`config.mk`:
```
export PLATFORM = sky130hd
export DESIGN_NAME = fys_div
export DESIGN_NICKNAME = d
export VERILOG_FILES = /design/src/sv/fys_div.sv
export SDC_FILE = /design/constraint.sdc
export NUM_CORES = 1
export LEC_CHECK = 0
export BUFFER_PORTS_ARGS = -buffer_cell sky130_fd_sc_hd__buf_2
export CAP_MARGIN = 20
export CORE_ASPECT_RATIO = 0.5
export CORE_MARGIN = 4
export CORE_UTILIZATION = 35
export DETAILED_ROUTE_END_ITERATION = 8
export GPL_TIMING_DRIVEN = 0
export PLACE_DENSITY_LB_ADDON = 0.25
export RECOVER_POWER = 100
export SKIP_CTS_REPAIR_TIMING = 1
export SLEW_MARGIN = 10
export SYNTH_ARGS = -nofsm -noshare
export SYNTH_HDL_FRONTEND = slang
export SYNTH_SLANG_ARGS = --single-unit
```
`constraint.sdc`:
```
create_clock -name i_clk -period 3.3 [get_ports i_clk]
set_input_delay 0.33 -clock i_clk [delete_from_list [all_inputs] [get_ports i_clk]]
set_output_delay 0.33 -clock i_clk [all_outputs]
set_load 0.01 [all_outputs]
```
`src/sv/fys_div.sv`:
```
`timescale 1ns / 1ps
`default_nettype none
module fys_div #(
    parameter int DW = 15
) (
    input  wire logic          i_clk,
    input  wire logic          i_rst_n,
    input  wire logic          i_load,
    input  wire logic [DW-1:0] i_dividend,
    input  wire logic [DW-1:0] i_divisor,
    output logic               o_busy,
    output logic [DW-1:0]      o_quotient
);

    localparam int CNT_W = $clog2(DW + 1);

    logic [DW-1:0]    r_rem, n_rem;
    logic [DW-1:0]    r_quo, n_quo;
    logic [DW-1:0]    r_div;
    logic [CNT_W-1:0] r_cnt;
    logic [DW:0]      trial;
    logic             fits;

    // Shift in one dividend bit and try the subtract
    always_comb begin
        trial = {r_rem, r_quo[DW-1]};
        fits  = (trial >= {1'b0, r_div});
        n_rem = fits ? DW'(trial - {1'b0, r_div}) : DW'(trial);
        n_quo = {r_quo[DW-2:0], fits};
    end

    // Count the iterations
    always_ff @(posedge i_clk) begin
        if (!i_rst_n) begin
            r_cnt <= '0;
        end else if (i_load) begin
            r_cnt <= CNT_W'(DW);
        end else if (r_cnt != '0) begin
            r_cnt <= r_cnt - CNT_W'(1);
        end
    end

    // Hold remainder, quotient and divisor
    always_ff @(posedge i_clk) begin
        if (i_load) begin
            r_rem <= '0;
            r_quo <= i_dividend;
            r_div <= i_divisor;
        end else if (r_cnt != '0) begin
            r_rem <= n_rem;
            r_quo <= n_quo;
        end
    end

    assign o_busy     = (r_cnt != '0);
    assign o_quotient = r_quo;

endmodule
`default_nettype wire

```
# Word level (Yosys, flattened, before mapping)
# Index checks and enable logic that the tools add are counted.
[classes]
add_sub_neg = 2
n_mul = 0
n_div = 0
magnitude_cmp = 1
n_eq_ne = 0
shift = 0
mux = 5
bitwise = 0
reduce_logical = 2
[ops]
columns = ["cell", "count"]
rows = [
  ["15-bit 2-to-1 mux", 3],
  ["16-bit by 15-bit greater-or-equal comparator with 1-bit output", 1],
  ["15-bit subtractor", 1],
  ["4-bit 2-to-1 mux", 2],
  ["4-bit nonzero test", 1],
  ["4-bit by 1-bit subtractor with 4-bit output, second input constant", 1],
  ["2-bit nonzero test", 1],
]
[word_totals]
reg_bits = 49
latchBits = 0
mem_bits_rw = 0
rom_bits = 0
out_inout_bits = 16
elab_cells = 14
n_memories = 0

# Depth between registers and ports, before layout
# Gate-level depths: netlist (run 1).
[logic_depth]
word_depth = 3
mapped_depth = 10

# Worst setup path after synthesis (run 1)
# Ideal clock, no wire load.
[synth_path]
kind = "register to register"
start = "register r_quo[14] (netlist: o_quotient[14])"
end = "register r_rem[4]"
t_arrival_ns = 2.297
path_slack_ns = 0.941
stages_incl_launch_ff = 10
period_less_slack_ns = 2.359
cell_sequence = "edfxtp_1 -> inv_1 -> ha_1 -> fa_1 -> nand2b_1 -> a21oi_2 -> o21a_4 -> o31ai_4 -> or4_1 -> nand3_1"
[synth_between]
elab_chain_len = 2
[synth_lines]
columns = ["element", "line_no", "source"]
rows = [
  ["from (decl)", "18", "logic [DW-1:0] r_quo, n_quo;"],
  ["from (signal assigned)", "47", "r_quo <= i_dividend;"],
  ["from (signal assigned)", "51", "r_quo <= n_quo;"],
  ["15-bit subtractor or 16-bit by 15-bit greater-or-equal comparator with 1-bit output (tied branches)", "28, 27", ""],
  ["15-bit 2-to-1 mux *", "28", "n_rem = fits ? DW'(trial - {1'b0, r_div}) : DW'(trial);"],
  ["to (signal assigned)", "50", "r_rem <= n_rem;"],
  ["to (decl)", "17", "logic [DW-1:0] r_rem, n_rem;"],
]
# Mark *: on every way between the ends. The rest lies on a longest branch, timed or not.
# A chain may end at the register's enable or synchronous reset.

# Worst setup path after layout (run 1)
[layout_path]
start = "register r_quo[14] (netlist: o_quotient[14])"
end = "register r_rem[7]"
# Same word-level chain as after synthesis.

==> flow_metrics.py, run 1 <==
metrics = {
    "layout": {
        "fillCellCount": 802,
        "seq_area_mm2": 0.00128,
        "antenna-diode-count": 0,
        "multi_input_area_mm2": 0.00156,
        "synthToLayoutAreaGrowth_pct": 16.3,
        "fin_nets": 403,
        "final_cells": 465,
        "layout-drive-gt1-share_pct": 19.5,
    },
    "floorplanning": {
        "start_util_pct": 36.6,
        "die_w_um": 139,
        "fp.dieH_um": 73.4,
        "die_area_mm2": 0.0102,
        "rows": 23,
        "fp.coreArea_mm2": 0.00817,
        "num_io_pins": 49,
    },
    "worst_setup_path": {
        "timing.critical_path.buf_inv": 2,
        "reg2reg_depth": 10,
        "worstPathRequired_ns": 3.51,
        "cpLargestDelayFamily": "compound AO/OA/AOI/OAI gates",
        "path_cells": "inv_1 -> ha_1 -> fa_1 -> nand2b_1 -> a21oi_1 -> o21a_4 -> o31ai_2 -> buf_6 -> nand2_1 -> a311oi_2",
        "cp.arrival_ns": 3.10,
        "crit_path_end_kind": "register",
        "critical-path-slowest-cell": "o31ai_2",
        "cp_slowest_stage_delay_ns": 0.73,
        "worstSetupPathDepth": 10,
        "r2r_setup_slack_ns": 0.41,
        "crit_type": "register to register",
        "worstSetupEndpoint": "r_rem[7]",
        "reg2reg_from": "o_quotient[14]",
        "r2r-end": "r_rem[7]",
        "crit_start": "o_quotient[14]",
        "start_kind": "register",
        "cp_max_fo": 10,
    },
    "synthesis": {
        "synth_seq_cells": 49,
        "syn-mean-instance-area_um2": 10.1,
        "yosysTopAreaCell": "edfxtp_1",
        "syn-num-nets": 348,
        "synth_edf_count": 30,
        "synth_area_leaders": "edfxtp_1 (30%), dfxtp_1 (13%), ha_1 (7.1%)",
        "synth_ff_type": "edfxtp_1",
        "synth_top_area_share_pct": 30.1,
        "async_flop_share_pct": 0,
        "yosys.cell_types.count": 58,
        "ys_warn_count": 0,
        "syn-cell-area_mm2": 0.00299,
        "synth_cells": 297,
        "seq_area_frac_synth_pct": 42.8,
    },
    "timing": {
        "fin_crit_ns": 2.89,
        "fin_crit_sh_pct": 87.6,
        "setup_tns_ns": 0,
        "maxSlewViolCount": 0,
        "worst_pin_slew_ns": 1.05,
        "setup_viol": 0,
        "rsz0062_at_grt": "no",
        "fin_worst_skew_ns": 0.00620,
        "holdWs_ns": 0.203,
        "fmax_ghz": 0.346,
        "hold_violations": 0,
        "slew_headroom_pct": 29.8,
    },
    "place": {
        "gp_congestion": 0.908,
        "dp_cells": 457,
        "dp_hpwl_mm": 5.39,
        "io_buffers": 48,
    },
    "global_route": {
        "grt_pass1_wl_mm": 11.9,
        "grt-ovfl-total": 0,
        "antenna_found_initial": 0,
        "first_global_vias": 2395,
        "grt_use_total_pct": 14.8,
        "grt_max_degree": 19,
    },
    "drt": {
        "drt-met1-wl_mm": 3.58,
        "drt-initial-drc-count": 155,
        "wl_met3_um": 478,
        "first_pass_iters": 4,
        "top_layer": "met4",
        "vias": 2446,
        "drc_errors": 0,
        "wl_per_cell_um": 15.7,
        "vias_per_cell": 5.26,
        "wl_met2_mm": 3.17,
        "ant_nets": 0,
        "drt-total-wl_mm": 7.32,
    },
    "status": {
        "status": "finished, final reports clean",
    },
    "worst_hold_path": {
        "hp-class": "input port to register",
        "hold_depth": 1,
    },
    "power": {
        "p_leak_uw": 0.00144,
        "ir_drop_mv": 0.232,
        "powerDensity_mw_per_mm2": 554,
    },
    "clock_network": {
        "cts_max_level": 2,
        "cts-buffers-inserted": 5,
        "cts_tree": "yes",
        "clk_pin_slew_worst_paths_ns": 0.07,
        "clk_path_buf_depth": 2,
        "ctsRootBufferMaster": "clkbuf_16",
        "cts_sinks": 49,
        "clk_latency_ns": 0.30,
    },
    "flow_run": {
        "max_cap_violations": 0,
    },
}
-- through the flow --
| stage | total power [µW] | utilization [%] | cell area (µm²) | setup WS (ns) |
|---|---|---|---|---|
| 2_1_floorplan | 1240 | - | 2990 | 0.941 |
| 3_3_place_gp | 1400 | 41.3 | 3370 | 0.584 |
| 3_5_place_dp | 1410 | 41.3 | 3370 | 0.600 |
| 4_1_cts | 1960 | 43.2 | 3530 | 0.583 |
| 5_1_grt | 2060 | 42.6 | 3480 | 0.241 |
| 6_report | 1930 | 42.6 | 3480 | 0.408 |
-- synthesized netlist by cell type (all sizes together) (3+ instances only) --
cell type,instances
dfxtp,19
a311oi,5
buf,5
nand2,24
ha,17
a31oi,3
a21oi,19
inv,21
xnor2,4
o21ai,17
nand2b,4
o21a,7
nor2,25
o31a,3
edfxtp,30
a21o,4
nor3,8
a211oi,6
mux2,14
o31ai,6
nand3,9
clkbuf,5
nor2b,6
-- flip-flops by register name, summed over array words and instances, names as in the netlist --
| name | count |
|---|---|
| r_cnt | 4 |
| o_quotient | 15 |
| r_rem | 15 |
| r_div | 15 |
-- cells in the final DEF (no fill, tap or decap), types with 3 or more instances in the layout --
cell type,n
xnor2_1,4
nand3_1,9
nand2_1,22
a21oi_1,16
o21a_1,6
nand2b_1,4
mux2_2,14
inv_1,21
o31ai_1,5
ha_1,17
dfxtp_1,19
clkbuf_16,5
nor2b_1,6
o31a_1,3
a311oi_1,4
edfxtp_1,30
buf_2,33
a21oi_2,3
o21ai_0,14
nor2_1,25
nor3_1,7
a211oi_1,6
a21o_1,4
clkbuf_1,24
-- cell type report --
type,count,share of cell area (%)
Clock inverter,3,0.826
Buffer,10,1.37
Clock buffer,5,3.59
Sequential cell,49,36.8
Tap cell,112,4.02
Inverter,21,2.26
Multi-Input combinational cell,217,44.8
Timing Repair Buffer,48,6.29
-- worst min-delay path by stage --
stage                  start        end  slack (ns)
2_1_floorplan   i_divisor[0]   r_div[0]        0.43
3_3_place_gp       r_rem[11]  r_rem[11]        0.49
3_5_place_dp       r_rem[11]  r_rem[11]        0.49
4_1_cts        i_divisor[12]  r_div[12]        0.20
5_1_grt        i_divisor[14]  r_div[14]        0.18
6_report       i_divisor[12]  r_div[12]        0.20
-- routing by layer --
layer	vias to the layer above	GRT usage, %
met5	-	0
met4	0	4.34
met3	8	4.16
met2	73	23.1
met1	1136	20.4
li1	1229	-
-- power by group --
| part | internal [µW] | switching (µW) | leakage [µW] | total, µW |
|---|---|---|---|---|
| Combinational | 239 | 365 | 0.000904 | 604 |
| Clock | 291 | 249 | 0.0000763 | 540 |
| Sequential | 735 | 49.3 | 0.000461 | 785 |
| Total | 1270 | 663 | 0.00144 | 1930 |
-- cells by family (layout without fill, tap and decap cells) --
group	count (synthesis)	in the layout	synth area share (%)
fa+ha+maj	18	18	7.77
simple gates	94	94	16.3
xor+xnor	6	6	1.76
compound gates	83	83	21.2
mux	16	16	5.93
buf+inv	31	87	4.22
flops	49	49	42.8
Power figures use the tool's default switching activity.
==> inputs of run 2 (changes only) <==
--- a/config.mk
+++ b/config.mk
@@ -12,6 +12,7 @@
 export CORE_UTILIZATION = 35
 export DETAILED_ROUTE_END_ITERATION = 8
 export GPL_TIMING_DRIVEN = 0
+export MAX_ROUTING_LAYER = met4
 export PLACE_DENSITY_LB_ADDON = 0.25
 export RECOVER_POWER = 100
 export SKIP_CTS_REPAIR_TIMING = 1
==> constraint.sdc (replaced) <==
create_clock -name i_clk -period 3.3 [get_ports i_clk]
set_input_delay 0 -clock i_clk [delete_from_list [all_inputs] [get_ports i_clk]]
set_output_delay 0 -clock i_clk [all_outputs]
set_load 0.01 [all_outputs]
==> flow_metrics.py, run 2 (synthesis results as in run 1) <==
metrics = {
    "timing": {
        "hold_violations": 1,
        "setup_tns_ns": 0,
        "slew_headroom_pct": 31.5,
        "worst_pin_slew_ns": 1.03,
        "fmax_ghz": 0.346,
        "holdWs_ns": -0.00132,
        "fin_crit_sh_pct": 87.7,
        "rsz0062_at_grt": "no",
        "fin_crit_ns": 2.89,
        "setup_viol": 0,
        "maxSlewViolCount": 0,
        "fin_worst_skew_ns": 0.00935,
    },
    "layout": {
        "final_cell_mix": "buf_2 (33), edfxtp_1 (30), nor2_1 (25)",
        "fin_nets": 424,
        "seq_area_mm2": 0.00128,
        "fillCellCount": 816,
        "synthToLayoutAreaGrowth_pct": 24.4,
        "utilization_pct": 45.6,
        "antenna-diode-count": 0,
        "layout-drive-gt1-share_pct": 19.3,
        "layout_commonest_cell": "buf_2",
        "multi_input_area_mm2": 0.00158,
    },
    "worst_setup_path": {
        "crit_path_end_kind": "register",
        "worstPathRequired_ns": 3.46,
        "reg2reg_from": "o_quotient[14]",
        "reg2reg_depth": 10,
        "r2r-end": "r_rem[13]",
        "crit_type": "register to register",
        "start_kind": "register",
        "cp.arrival_ns": 3.06,
        "r2r_setup_slack_ns": 0.41,
        "cp_max_fo": 10,
    },
    "worst_hold_path": {
        "hold_depth": 3,
        "hp-class": "input port to register",
        "min_from": "i_dividend[0]",
        "hold_path_end": "o_quotient[0]",
    },
    "clock_network": {
        "cts_tree": "yes",
        "cts_sinks": 49,
        "cts-buffers-inserted": 5,
        "clk_latency_ns": 0.30,
        "clk_path_buf_depth": 2,
        "clk_pin_slew_worst_paths_ns": 0.07,
        "cts_max_level": 2,
        "ctsRootBufferMaster": "clkbuf_16",
    },
    "drt": {
        "vias_per_cell": 5.30,
        "drc_errors": 0,
        "first_pass_iters": 5,
        "wl_per_cell_um": 15.6,
        "drt-total-wl_mm": 7.56,
        "vias": 2578,
        "drt-initial-drc-count": 161,
        "ant_nets": 0,
    },
    "global_route": {
        "grt_use_total_pct": 15.3,
        "grt-ovfl-total": 0,
        "grt_max_degree": 18,
        "antenna_found_initial": 0,
        "first_global_vias": 2466,
        "grt_pass1_wl_mm": 12.1,
    },
    "power": {
        "ir_drop_mv": 0.269,
        "p_leak_uw": 0.00154,
        "powerDensity_mw_per_mm2": 543,
    },
    "status": {
        "status": "finished with violations",
        "violations": "hold timing",
    },
    "floorplanning": {
        "fp.coreArea_mm2": 0.00817,
        "num_io_pins": 49,
        "rows": 23,
        "start_util_pct": 36.6,
        "fp.dieH_um": 73.4,
        "die_area_mm2": 0.0102,
        "die_w_um": 139,
    },
    "place": {
        "gp_congestion": 0.910,
        "dp_hpwl_mm": 5.55,
        "io_buffers": 48,
    },
    "flow_run": {
        "max_cap_violations": 0,
    },
}
[run 2: critical path: stages (launching register included)]
cell      delay, ns
edfxtp_1       0.41
inv_1          0.06
ha_1           0.22
fa_1           0.40
nand2b_1       0.18
a21oi_1        0.48
o21a_4         0.24
o31ai_4        0.13
clkbuf_2       0.28
a32oi_1        0.24
o21ai_0        0.12
[run 2: cell type report]
cell class	instances	area share (%)
Multi-Input combinational cell	217	42.5
Timing Repair Buffer	69	11.5
Tap cell	112	3.76
Clock buffer	5	3.36
Buffer	10	1.11
Inverter	21	2.12
Sequential cell	49	34.4
Clock inverter	3	1.28
[run 2: power by group]
group | internal, µW | total (µW) | switching (µW)
registers | 735 | 784 | 49.0
clock network | 364 | 611 | 247
logic | 256 | 629 | 373
total | 1360 | 2020 | 669
[run 2: per-layer routing]
metal	track usage, %	wire length (µm)	vias to the layer above
met5	-	0	-
met4	4.66	59	0
met3	3.38	434	5
met2	24.3	3260	80
met1	20.0	3810	1228
li1	-	-	1265
[run 2: through the flow]
stage                     total power (µW)  setup WS, ns  instances  instance area [µm²]
after global routing                  2140         0.205        486                 3730
after global placement                1400         0.558        457                 3370
after floorplan                       1240         0.941        297                 2990
final                                 2020         0.407        486                 3730
after detailed placement              1410         0.552        457                 3370
after CTS                             2030         0.537        465                 3550
[run 2: how the worst max path moves through the flow]
| stage | start | endpoint | slack, ns | depth (start not counted) |
|---|---|---|---|---|
| 2_1_floorplan | o_quotient[14] | r_rem[4] | 0.94 | 9 |
| 3_3_place_gp | r_cnt[0] | o_quotient[5] | 0.56 | 7 |
| 3_5_place_dp | r_cnt[0] | o_quotient[4] | 0.55 | 7 |
| 4_1_cts | r_cnt[0] | o_quotient[1] | 0.54 | 7 |
| 5_1_grt | o_quotient[14] | r_rem[14] | 0.20 | 10 |
| 6_report | o_quotient[14] | r_rem[13] | 0.41 | 10 |
